### src/design/mono_bitmap_span_rop_top_assert.svh
// Assertion macros shared by the span raster-op block.
`ifndef MONO_BITMAP_SPAN_ROP_TOP_ASSERT_SVH
`define MONO_BITMAP_SPAN_ROP_TOP_ASSERT_SVH

// Same-cycle implication, checked outside reset.
`define MBSR_ASSERT_NOW(label, clk, rst_n, ante, cons) \
    label: assert property (@(posedge clk) disable iff (!(rst_n)) (ante) |-> (cons)) \
        else $error("mbsr assertion failed");

// Next-cycle implication, checked outside reset.
`define MBSR_ASSERT_NEXT(label, clk, rst_n, ante, cons) \
    label: assert property (@(posedge clk) disable iff (!(rst_n)) (ante) |=> (cons)) \
        else $error("mbsr assertion failed");

`endif

### src/design/mbsr_pkg.sv
// Shared constants and controller/datapath interface types for the span raster-op block.
package mbsr_pkg;

    // Frame store geometry; the byte count is a power of two so addresses wrap by truncation.
    localparam int MEM_BYTES = 32768;
    localparam int ADDR_W    = $clog2(MEM_BYTES);
    localparam int MAX_X     = 1023;

    // Fixed field widths of the item.
    localparam int BA_W      = 15;
    localparam int X_W       = 10;
    localparam int XB_W      = X_W - 3;
    localparam int TOUCH_W   = 8;
    localparam int PAT_W     = 64;

    // Commands from the controller to the datapath.
    typedef struct packed {
        logic latch;        // capture the accepted item
        logic clr_wr;       // write one zero byte of the clearing pass
        logic rd_first;     // read the first addressed byte
        logic span_step;    // write the current span byte, read the next
        logic finish_load;  // load the result register
    } t_dp_cmd;

    // Status from the datapath to the controller.
    typedef struct packed {
        logic clr_last;     // clearing pass is at its last byte
        logic is_read;      // held item is a pixel read
        logic span_ok;      // held item is a span with a valid range
        logic span_last;    // current span byte is the last one
        logic out_busy;     // result register full and not taken this cycle
    } t_dp_sts;

endpackage

### src/design/mbsr_ctrl.sv
// Controller state machine: clearing pass, item intake, span sequencing, result hand-off.
module mbsr_ctrl
    import mbsr_pkg::*;
(
    input  logic    i_clk,
    input  logic    i_rst_n,
    input  logic    i_in_valid,
    output logic    o_in_ready,
    input  t_dp_sts i_sts,
    output t_dp_cmd o_cmd
);

    `include "mono_bitmap_span_rop_top_assert.svh"

    typedef enum logic [4:0] {
        S_CLEAR = 5'b00001,
        S_IDLE  = 5'b00010,
        S_FETCH = 5'b00100,
        S_SPAN  = 5'b01000,
        S_DONE  = 5'b10000
    } t_state;

    t_state r_state;
    t_state n_state;

    // Next state and commands
    always_comb begin
        n_state    = r_state;
        o_cmd      = '0;
        o_in_ready = 1'b0;
        unique case (r_state)
            S_CLEAR: begin
                o_cmd.clr_wr = 1'b1;
                if (i_sts.clr_last) begin
                    n_state = S_IDLE;
                end
            end
            S_IDLE: begin
                o_in_ready = 1'b1;
                if (i_in_valid) begin
                    o_cmd.latch = 1'b1;
                    n_state     = S_FETCH;
                end
            end
            S_FETCH: begin
                o_cmd.rd_first = i_sts.is_read | i_sts.span_ok;
                n_state        = i_sts.span_ok ? S_SPAN : S_DONE;
            end
            S_SPAN: begin
                o_cmd.span_step = 1'b1;
                if (i_sts.span_last) begin
                    n_state = S_DONE;
                end
            end
            S_DONE: begin
                if (!i_sts.out_busy) begin
                    o_cmd.finish_load = 1'b1;
                    n_state           = S_IDLE;
                end
            end
            default: begin
                n_state = S_IDLE;
            end
        endcase
    end

    // State register; reset starts the clearing pass
    always_ff @(posedge i_clk) begin
        if (!i_rst_n) begin
            r_state <= S_CLEAR;
        end else begin
            r_state <= n_state;
        end
    end

    `MBSR_ASSERT_NEXT(a_accept_fetch, i_clk, i_rst_n, o_in_ready && i_in_valid, r_state == S_FETCH)
    `MBSR_ASSERT_NOW(a_no_load_busy, i_clk, i_rst_n, o_cmd.finish_load, !i_sts.out_busy)
    `MBSR_ASSERT_NOW(a_clear_blocks, i_clk, i_rst_n, o_cmd.clr_wr, !o_in_ready)

endmodule

### config.mk
export PLATFORM = sky130hd
export DESIGN_NAME = mbsr_ctrl
export DESIGN_NICKNAME = d
export VERILOG_FILES = /design/src/design/mbsr_pkg.sv /design/src/design/mbsr_ctrl.sv
export VERILOG_INCLUDE_DIRS = /design/src /design/src/design
export SDC_FILE = /design/constraint.sdc
export NUM_CORES = 1
export LEC_CHECK = 0
export ABC_CLOCK_PERIOD_IN_PS = 2700
export BUFFER_PORTS_ARGS = -buffer_cell sky130_fd_sc_hd__buf_2
export CORE_AREA = 2 2 39 41
export CTS_CLUSTER_SIZE = 16
export DETAILED_ROUTE_END_ITERATION = 6
export DIE_AREA = 0 0 41 43
export GPL_ROUTABILITY_DRIVEN = 0
export GPL_TIMING_DRIVEN = 0
export PLACE_DENSITY = 0.51
export SLEW_MARGIN = 20
export SYNTH_ARGS = -nofsm -noshare
export SYNTH_HDL_FRONTEND = slang
export SYNTH_SLANG_ARGS = --single-unit
export TNS_END_PERCENT = 1
### constraint.sdc
create_clock -name i_clk -period 2.7 [get_ports i_clk]
set_input_delay 0.27 -clock i_clk [delete_from_list [all_inputs] [get_ports i_clk]]
set_output_delay 0.27 -clock i_clk [all_outputs]
set_load 0.02 [all_outputs]
After elaboration in Yosys (flattened, before gate mapping)
Cells that the tools add are included.
- register bits after elaboration: 5
- output and inout port bits: 6
- bitwise logic cells: 1
- multiplexer cells: 14
- equality and inequality tests: 9
- reduce and logical (&&, ||, !) cells: 1
- operator list (operator ; number):
    $mux 5 ; 5
    $pmux 5 s5 ; 1
    $mux 1 ; 8
    $ne 2x2->1 const B ; 4
    $eq 5x1->1 const B ; 1
    $eq 5x2->1 const B ; 1
    $eq 5x3->1 const B ; 1
    $eq 5x4->1 const B ; 1
    $eq 5x5->1 const B ; 1
    $reduce_and 4->1 ; 1
    $or 1x1->1 ; 1

Logic depth before layout (Yosys ltp)
Gate-level depths: netlist of the first run.
- word-level depth: 3
- depth in mapped cells: 4
- depth with buffers taken out: 4

Worst setup path before layout of the first run
No wires, ideal clock.
- path kind: register to output
- start point: reg r_state[4]
- end point: out o_cmd[4] in the netlist's numbering
- cell stages (with the launch flop): 5
- data arrival time: 1526 ps
- setup slack: 904 ps
- path buffers: 0
- path through: dfxtp_1 > or3_1 > or3b_1 > inv_1 > and2_1
- RTL lines (item ; RTL line ; RTL):
    start, declared ; mbsr_ctrl.sv:23 ; t_state r_state;
    start signal, assigned ; mbsr_ctrl.sv:72 ; r_state <= n_state;
    end, declared ; mbsr_ctrl.sv:10 ; output t_dp_cmd o_cmd

==> results.sh, run 1 <==
export IMPL_crit_path_max_fanout=7
export IMPL_drt_vias_per_instance=4.71
export IMPL_fin_nets=61
export IMPL_multiInputGateArea_um2=216
export IMPL_grt_max_degree=8
export IMPL_worstHoldPathType="in -> reg"
export IMPL_dp_cells=64
export IMPL_drtIter0Drc=3
export IMPL_finalSetupViolations=0
export IMPL_min_path_cells=2
export IMPL_largest_register="r_state"
export IMPL_power_density_nw_per_um2=497
export IMPL_wirelength_um=722
export IMPL_antenna_found_initial=0
export IMPL_max_cap_violations=0
export IMPL_fill_cells=153
export IMPL_max_clock_freq_mhz=492
export IMPL_synth_seq_cells=5
export IMPL_crit_type="reg -> out"
export IMPL_grt_pass1_wl_um=1100
export IMPL_cts_made_buffers=3
export IMPL_drive_gt1_share_pct=42.3
export IMPL_synth_area_per_cell_um2=9.15
export IMPL_clockRootBuffer="clkbuf_4"
export IMPL_finalHoldViolCount=0
export IMPL_grt_overflow=0
export IMPL_area_sequential_um2=100
export IMPL_grt_total_usage_pct=10.0
export IMPL_start_util_pct=23.1
export IMPL_worst_skew_pair_late_latency_ns=0.25
export IMPL_outcome="finished, final reports clean"
export IMPL_dp_hpwl_um=550
export IMPL_slew_viol_final=0
export IMPL_io_buffers=13
export IMPL_firstDrtPassIters=4
export IMPL_min_period_ns=2.03
export IMPL_critPathLaunch="r_state[4]$_SDFFE_PN0P_"
export IMPL_wl_per_cell_um=10.6
export IMPL_die_h_um=43
export IMPL_yosysWarnings=0
export IMPL_cts_setup_buffers=0
export IMPL_post_cts_resized=0
export IMPL_die_w_um=41
export IMPL_synth_cell_type_count=25
export IMPL_cp_start_kind="register"
export IMPL_worstPathArrival_ns=1.76
export IMPL_syn_nets=43
export IMPL_min_period_over_period_pct=75.2
export IMPL_rr_startpoint="r_state[4]$_SDFFE_PN0P_"
export IMPL_ys_seq_area_share_pct=31.3
export IMPL_rsz0062_at_grt="false"
export IMPL_path_clk_slew_ns=0.05
export IMPL_grt_pass1_vias=266
export IMPL_core_area_um2=1380
export IMPL_ant_nets=0
export IMPL_largestRegisters="r_state x5"
export IMPL_synthCells=35
export IMPL_vias=320
export IMPL_cts_hold_buffers=0
export IMPL_r2r_slack_ns=0.91
export IMPL_hold_slack_ns=0.235
export IMPL_layout_cells_non_filler=68
export IMPL_vdd_drop_max_uv=267
export IMPL_diodes=0
export IMPL_tns_ns=0
export IMPL_hp_start="i_rst_n"
export IMPL_relSlewSlack_pct=81.7
export IMPL_drcViolationCount=0
export IMPL_area_growth_pct=34.8
export IMPL_tightest_slew_ns=0.273
export IMPL_cts_tree="built"
export IMPL_die_area_um2=1760
export IMPL_largest_reg_flops=5
export IMPL_rr_worst_depth=4
export IMPL_required_ns=2.43
export IMPL_final_cell_mix="buf_2 (13), dfxtp_1 (5), clkbuf_4 (3)"
export IMPL_synth_area_um2=320
export IMPL_h_tree_depth=1
export IMPL_cts_sinks=5
export IMPL_clockBufferDepth=2
export IMPL_final_common_cell="buf_2"
export IMPL_num_io_pins=14
export IMPL_end_kind="primary output"
export IMPL_fin_skew_ns=0.00242
export IMPL_p_leak_nw=0.205
export IMPL_num_rows=14
## where the power goes
part | internal [mW] | switching, mW
Sequential | 0.0780 | 0.00557
Combinational | 0.0206 | 0.0200
Clock | 0.0561 | 0.0342
## per-stage QoR
stage          total power [mW]  instance area [µm²]  util [%]  setup slack [ns]
2_1_floorplan             0.111                  320         -             0.904
3_3_place_gp              0.126                  405      29.3             0.912
3_5_place_dp              0.125                  405      29.3             0.907
4_1_cts                   0.216                  432      31.2             0.651
5_1_grt                   0.228                  432      31.2             0.561
6_report                  0.214                  432      31.2             0.669
## worst max-delay path: stages (launching register included)
cell and delay (ns):
dfxtp_1 0.35, or3_1 0.43, or3b_1 0.39, inv_1 0.09, and2_1 0.12, buf_2 0.15
## layer usage
layer / GRT usage, % / share of wire [%] / vias to the layer above
li1: - / - / 167
met1: 11.2 / 44 / 142
met2: 12.8 / 48 / 7
met3: 6.28 / 5.3 / 4
met4: 8.00 / 3.0 / 0
met5: 0 / 0 / -
## worst paths after layout
| kind | end |
|---|---|
| worst min-delay path | r_state[0]$_SDFFE_PN1P_ |
| worst max-delay path | o_cmd[4] |
| worst min register to register | r_state[1]$_SDFFE_PN0P_ |
| worst max register to register | r_state[4]$_SDFFE_PN0P_ |
## cell usage after synthesis
cell      number  area, µm²
a21boi_0       1       7.51
a21oi_1        1       5.00
and2_1         1       6.26
and2_2         1       7.51
and3_2         1       7.51
and4b_1        1       10.0
dfxtp_1        5        100
inv_1          1       3.75
nand2_1        2       7.51
nand3b_1       2       15.0
nand4b_1       1       8.76
nor2_1         2       7.51
nor3_1         2       10.0
nor3b_1        2       15.0
nor4b_1        1       8.76
o2111a_2       1       12.5
o211a_1        1       10.0
o21a_1         1       7.51
o21ai_0        1       5.00
o221a_1        1       11.3
or2b_2         2       17.5
or3_1          1       6.26
or3_4          1       11.3
or3b_1         1       8.76
or4b_1         1       10.0
## logic make-up after synthesis
group / Yosys count / share of synthesized area, %
simple gates: 22 / 49.2
compound gates: 7 / 18.4
flops: 5 / 31.3
buf+inv: 1 / 1.17
## cell type report
| cell class | instances | area share, % |
|---|---|---|
| well taps | 16 | 4.64 |
| flip-flops and latches | 5 | 23.2 |
| multi-input cells | 29 | 50.1 |
| inverters | 1 | 0.870 |
| clock buffers | 4 | 6.09 |
| repair buffers | 13 | 15.1 |
Power figures use the tool's default switching activity.
==> run 2: changes to the inputs <==
--- a/config.mk
+++ b/config.mk
@@ -6,7 +6,7 @@
 export SDC_FILE = /design/constraint.sdc
 export NUM_CORES = 1
 export LEC_CHECK = 0
-export ABC_CLOCK_PERIOD_IN_PS = 2700
+export ABC_CLOCK_PERIOD_IN_PS = 1700
 export BUFFER_PORTS_ARGS = -buffer_cell sky130_fd_sc_hd__buf_2
 export CORE_AREA = 2 2 39 41
 export CTS_CLUSTER_SIZE = 16
@@ -14,7 +14,7 @@
 export DIE_AREA = 0 0 41 43
 export GPL_ROUTABILITY_DRIVEN = 0
 export GPL_TIMING_DRIVEN = 0
-export PLACE_DENSITY = 0.51
+export PLACE_DENSITY = 0.53
 export SLEW_MARGIN = 20
 export SYNTH_ARGS = -nofsm -noshare
 export SYNTH_HDL_FRONTEND = slang
==> constraint.sdc (replaced) <==
create_clock -name i_clk -period 1.7 [get_ports i_clk]
set_input_delay 0.17 -clock i_clk [delete_from_list [all_inputs] [get_ports i_clk]]
set_output_delay 0.17 -clock i_clk [all_outputs]
set_load 0.02 [all_outputs]
==> run 2 against run 1 <==
- the run now ends with setup timing left
- utilization increased by 4.2 points
- register-to-register slack got worse by 0.96 ns
- die area unchanged
- worst hold slack got worse by 0.091 ns
- total power increased by 60%
- sequential power increased by 57%
- global-route usage decreased by 0.28 points
- largest power group is now registers
==> results.sh, run 2 (same netlist as run 1, synthesis figures left out) <==
export IMPL_final_cell_area_um2=489
export IMPL_cts_made_buffers=3
export IMPL_crit_type="reg -> out"
export IMPL_max_cap_violations=0
export IMPL_area_growth_pct=52.7
export IMPL_crit_path_max_fanout=3
export IMPL_die_area_um2=1760
export IMPL_path_clk_slew_ns=0.04
export IMPL_final_common_cell="buf_2"
export IMPL_fill_cells=147
export IMPL_worstHoldPathType="in -> reg"
export IMPL_drcViolationCount=0
export IMPL_min_period_ns=1.80
export IMPL_die_w_um=41
export IMPL_rsz0062_at_grt="true"
export IMPL_core_area_um2=1380
export IMPL_reg2reg_to="r_state[4]$_SDFFE_PN0P_"
export IMPL_tightest_slew_ns=0.279
export IMPL_relSlewSlack_pct=81.3
export IMPL_finalSetupViolations=5
export IMPL_start_util_pct=23.1
export IMPL_violations="setup timing"
export IMPL_hp_start="i_rst_n"
export IMPL_fin_skew_ns=0.000165
export IMPL_max_clock_freq_mhz=556
export IMPL_largest_register="r_state"
export IMPL_p_leak_nw=0.224
export IMPL_final_cell_mix="buf_2 (11), buf_4 (4), clkbuf_4 (3)"
export IMPL_grt_max_degree=8
export IMPL_power_density_nw_per_um2=701
export IMPL_fin_util_pct=35.4
export IMPL_hold_end="r_state[0]$_SDFFE_PN1P_"
export IMPL_slowest_stage="or3b_4"
export IMPL_outcome="finished with violations"
export IMPL_rr_startpoint="r_state[1]$_SDFFE_PN0P_"
export IMPL_vias=325
export IMPL_required_ns=1.53
export IMPL_num_io_pins=14
export IMPL_r2r_slack_ns=-0.05
export IMPL_rr_worst_depth=4
export IMPL_clockBufferDepth=2
export IMPL_vdd_drop_max_uv=416
export IMPL_cts_hold_buffers=0
export IMPL_dp_hpwl_um=570
export IMPL_crit_chain="or3_4 > or3b_4 > inv_2 > and2_4 > buf_6"
export IMPL_h_tree_depth=1
export IMPL_hold_slack_ns=0.144
export IMPL_min_period_over_period_pct=106
export IMPL_num_rows=14
export IMPL_slew_viol_final=0
export IMPL_finalHoldViolCount=0
export IMPL_io_buffers=13
export IMPL_min_path_cells=2
export IMPL_max_stage_delay_ns=0.39
export IMPL_wirelength_um=718
export IMPL_multiInputGateArea_um2=233
export IMPL_drive_gt1_share_pct=63.6
export IMPL_grt_total_usage_pct=9.75
export IMPL_drt_vias_per_instance=4.58
export IMPL_end_kind="primary output"
export IMPL_diodes=0
export IMPL_ant_nets=0
export IMPL_worst_skew_pair_late_latency_ns=0.23
export IMPL_drtIter0Drc=8
export IMPL_grt_overflow=0
export IMPL_worstPathArrival_ns=1.63
export IMPL_cts_tree="built"
export IMPL_die_h_um=43
export IMPL_grt_pass1_vias=292
export IMPL_grt_pass1_wl_um=1190
export IMPL_largestRegisters="r_state x5"
export IMPL_clockRootBuffer="clkbuf_4"
export IMPL_cp_start_kind="register"
export IMPL_cts_sinks=5
export IMPL_setup_slack_ns=-0.0982
export IMPL_antenna_found_initial=0
export IMPL_fin_nets=64
export IMPL_largest_reg_flops=5
export IMPL_wl_per_cell_um=10.1
export IMPL_area_sequential_um2=110
export IMPL_firstDrtPassIters=4
export IMPL_dpl_cell_area_um2=405
-- run 2: worst max-delay path: cells and delay by family, from the launching register on --
kind	cells	cell delay, ns
and+or+nand+nor	3	0.90
buffers and inverters	2	0.17
DFF	1	0.33
-- run 2: report_power, final --
group          internal (mW)  total [mW]  switching [mW]
Sequential             0.123       0.131         0.00737
Clock                 0.0883       0.129          0.0412
Combinational         0.0456      0.0828          0.0372
Total                  0.257       0.343          0.0858
-- run 2: worst max-delay path by stage --
stage                             from                       to  slack (ns)
3_5_place_dp   r_state[1]$_SDFFE_PN0P_  r_state[4]$_SDFFE_PN0P_       -0.09
5_1_grt        r_state[0]$_SDFFE_PN1P_                 o_cmd[4]       -0.15
4_1_cts        r_state[0]$_SDFFE_PN1P_                 o_cmd[4]       -0.13
6_report       r_state[0]$_SDFFE_PN1P_                 o_cmd[4]        -0.1
3_3_place_gp   r_state[1]$_SDFFE_PN0P_  r_state[4]$_SDFFE_PN0P_       -0.09
2_1_floorplan  r_state[1]$_SDFFE_PN0P_  r_state[4]$_SDFFE_PN0P_       0.004
-- run 2: repair_timing --
item | 4_1_cts | 5_1_grt
buffers inserted | 3 | 0
resized for setup | 12 | 3
setup endpoints to repair | 5 | 6
pin swaps | 3 | 1
gates cloned | 0 | 0
-- run 2: layout make-up --
type	count	area share, %
multi-input cells	29	47.6
repair buffers	16	19.7
inverters	1	0.767
clock buffers	4	5.37
flip-flops and latches	5	22.5
well taps	16	4.09
-- run 2: metrics by stage --
stage	setup slack [ns]	power, mW	TNS, ns	cells
2_1_floorplan	0.00377	0.176	0	35
3_3_place_gp	-0.0929	0.200	-0.204	64
3_5_place_dp	-0.0877	0.200	-0.188	64
4_1_cts	-0.132	0.349	-0.264	71
5_1_grt	-0.150	0.369	-0.397	71
6_report	-0.0982	0.343	-0.209	71
-- run 2: metal layers --
| metal | wire length, µm | vias to the layer above | track usage (%) |
|---|---|---|---|
| li1 | - | 175 | - |
| met1 | 306 | 142 | 12.3 |
| met2 | 369 | 8 | 14.7 |
| met3 | 42 | 0 | 4.71 |
| met4 | 0 | 0 | 2.00 |
| met5 | 0 | - | 0 |
==> run 3: changes to the inputs <==
--- a/config.mk
+++ b/config.mk
@@ -6,6 +6,7 @@
 export SDC_FILE = /design/constraint.sdc
 export NUM_CORES = 1
 export LEC_CHECK = 0
+export ABC_AREA = 1
 export ABC_CLOCK_PERIOD_IN_PS = 1700
 export BUFFER_PORTS_ARGS = -buffer_cell sky130_fd_sc_hd__buf_2
 export CORE_AREA = 2 2 39 41
==> run 3 against run 2 <==
- the run now ends clean
- die area stayed put
- worst hold slack got worse by 0.045 ns
- flip-flop and latch count unchanged
- critical path depth is 1 higher
- count of clock-buffer cells in the layout unchanged
- clock skew grew 0.0022 ns
- cell area is 12% lower
- wire length up 2.6%
- utilization decreased by 4.2 points
==> results.sh, run 3 <==
export IMPL_outcome="finished, final reports clean"
export IMPL_drtIter0Drc=5
export IMPL_diodes=0
export IMPL_synth_cell_type_count=13
export IMPL_yosys_area_top_type_share_pct=31.4
export IMPL_dpl_cell_area_um2=404
export IMPL_cts_tree="built"
export IMPL_synth_area_leaders="dfxtp_1 (31%), inv_1 (11%), nand2_1 (11%), nor2_1 (11%), nand4_1 (7.8%)"
export IMPL_drcViolationCount=0
export IMPL_finalHoldViolCount=0
export IMPL_area_growth_pct=34.9
export IMPL_synthCells=50
export IMPL_setup_slack_ns=0.154
export IMPL_end_kind="primary output"
export IMPL_synth_area_per_cell_um2=6.38
export IMPL_preCtsSetupSlack_ns=0.417
export IMPL_largest_reg_flops=5
export IMPL_synth_seq_cells=5
export IMPL_multiInputGateArea_um2=178
export IMPL_ys_seq_area_share_pct=31.4
export IMPL_start_util_pct=23.1
export IMPL_finalSetupViolations=0
export IMPL_min_period_ns=1.55
export IMPL_synth_commonest_cells="inv_1 (9), nand2_1 (9), nor2_1 (9), dfxtp_1 (5)"
export IMPL_die_h_um=43
export IMPL_min_period_over_period_pct=90.9
export IMPL_cp_start_kind="register"
export IMPL_antenna_found_initial=0
export IMPL_worstHoldPathType="in -> reg"
export IMPL_grt_total_usage_pct=9.73
export IMPL_slowest_stage="dfxtp_1"
export IMPL_crit_type="reg -> out"
export IMPL_final_cell_area_um2=430
export IMPL_largest_register="r_state"
export IMPL_vdd_drop_max_uv=177
export IMPL_grt_overflow=0
export IMPL_cp_num_buf_inv=2
export IMPL_synth_area_um2=319
export IMPL_relSlewSlack_pct=83.8
export IMPL_cts_setup_buffers=0
export IMPL_rr_startpoint="r_state[2]$_SDFFE_PN0P_"
export IMPL_firstDrtPassIters=2
export IMPL_largestRegisters="r_state x5"
export IMPL_tightest_slew_ns=0.243
export IMPL_hold_slack_ns=0.0993
export IMPL_p_leak_nw=0.246
export IMPL_clockRootBuffer="clkbuf_4"
export IMPL_die_area_um2=1760
export IMPL_dp_hpwl_um=571
export IMPL_grt_pass1_wl_um=1130
export IMPL_cts_made_buffers=3
export IMPL_area_sequential_um2=100
export IMPL_drt_vias_per_instance=4.12
export IMPL_worst_skew_pair_late_latency_ns=0.24
export IMPL_max_cap_violations=0
export IMPL_rsz0062_at_grt="false"
export IMPL_fin_nets=76
export IMPL_maxUsedRoutingLayer="met4"
export IMPL_yosysWarnings=0
export IMPL_core_area_um2=1380
export IMPL_num_rows=14
export IMPL_path_clk_slew_ns=0.05
export IMPL_wl_met1_um=400
export IMPL_io_buffers=13
export IMPL_fin_util_pct=31.1
export IMPL_wirelength_um=737
export IMPL_die_w_um=41
export IMPL_tns_ns=0
export IMPL_wl_per_cell_um=8.88
export IMPL_synth_edf_count=0
export IMPL_h_tree_depth=1
export IMPL_clockBufferDepth=2
export IMPL_critPathLaunch="r_state[2]$_SDFFE_PN0P_"
export IMPL_syn_nets=58
export IMPL_grt_pass1_vias=284
export IMPL_grt_max_degree=7
export IMPL_yosysTopAreaCell="dfxtp_1"
export IMPL_cp_top_family="simple AND/OR/NAND/NOR gates"
export IMPL_final_common_cell="buf_2"
export IMPL_cts_sinks=5
export IMPL_crit_chain="nor2_2 > nand2_1 > nor2_2 > inv_2 > nor2_1 > buf_2"
export IMPL_route_met2_wl_um=262
export IMPL_synthArstFlopShare_pct=0
export IMPL_max_stage_delay_ns=0.33
export IMPL_power_density_nw_per_um2=778
export IMPL_max_clock_freq_mhz=647
export IMPL_worstPathArrival_ns=1.38
export IMPL_drive_gt1_share_pct=38.8
export IMPL_vias=342
export IMPL_crit_path_max_fanout=6
export IMPL_post_cts_resized=0
export IMPL_ys_flop_type="dfxtp_1"
export IMPL_cts_hold_buffers=0
export IMPL_hp_start="i_rst_n"
export IMPL_final_cell_mix="buf_2 (13), inv_1 (9), nor2_1 (9), nand2_1 (9), dfxtp_1 (5)"
export IMPL_fill_cells=164
export IMPL_cp_common_cell="nor2_2"
export IMPL_num_io_pins=14
export IMPL_required_ns=1.53
export IMPL_ant_nets=0
export IMPL_fin_skew_ns=0.00240
export IMPL_slew_viol_final=0
export IMPL_wl_met3_um=62
==> run 3: cell types whose count changed in the layout (fill, tap and decap cells not counted), sizes merged, moves of 2 or more <==
cell    previous run  this run
a21oi              1         3
and2               2         0
buf               16        13
inv                1        11
nand2              2         9
nand3              0         2
nand3b             2         0
nand4              0         5
nor2               2        13
nor3b              2         0
or2b               2         0
or3                2         0
==> run 3: worst paths after layout <==
path         slack [ns]                      end  depth (start not counted)
max reg2reg        0.55  r_state[1]$_SDFFE_PN0P_                          6
min                 0.1  r_state[0]$_SDFFE_PN1P_                          2
min reg2reg        0.59  r_state[0]$_SDFFE_PN1P_                          4
max                0.15                 o_cmd[4]                          6
==> run 3: kinds of logic (layout without fill, tap and decap cells) <==
family | Yosys count | count (layout) | share of synthesized area (%)
AND/OR/NAND/NOR | 30 | 30 | 47.1
AO/OA/AOI/OAI | 4 | 4 | 8.63
buffers and inverters | 11 | 28 | 12.9
flip-flops | 5 | 5 | 31.4
==> run 3: layout make-up <==
type                            count  area share, %
Multi-Input combinational cell     34           41.3
Sequential cell                     5           23.3
Timing Repair Buffer               13           15.1
Inverter                           11           9.59
Clock buffer                        4           6.10
Tap cell                           16           4.65
==> run 3: power breakdown <==
group          internal (mW)  switching, mW
sequential             0.124        0.00507
clock                 0.0890         0.0532
combinational         0.0236         0.0406
total                  0.236         0.0988
==> run 3: routing by layer <==
| layer | global-route usage [%] | vias up |
|---|---|---|
| met5 | 0 | - |
| met4 | 8.00 | 0 |
| met3 | 3.14 | 2 |
| met2 | 12.2 | 13 |
| met1 | 12.8 | 133 |
| li1 | - | 194 |
==> run 3: stage by stage <==
step | std cells | total power [mW]
after floorplan | 50 | 0.174
after global placement | 79 | 0.195
after detailed placement | 79 | 0.196
after CTS | 83 | 0.341
after global routing | 83 | 0.362
final | 83 | 0.335
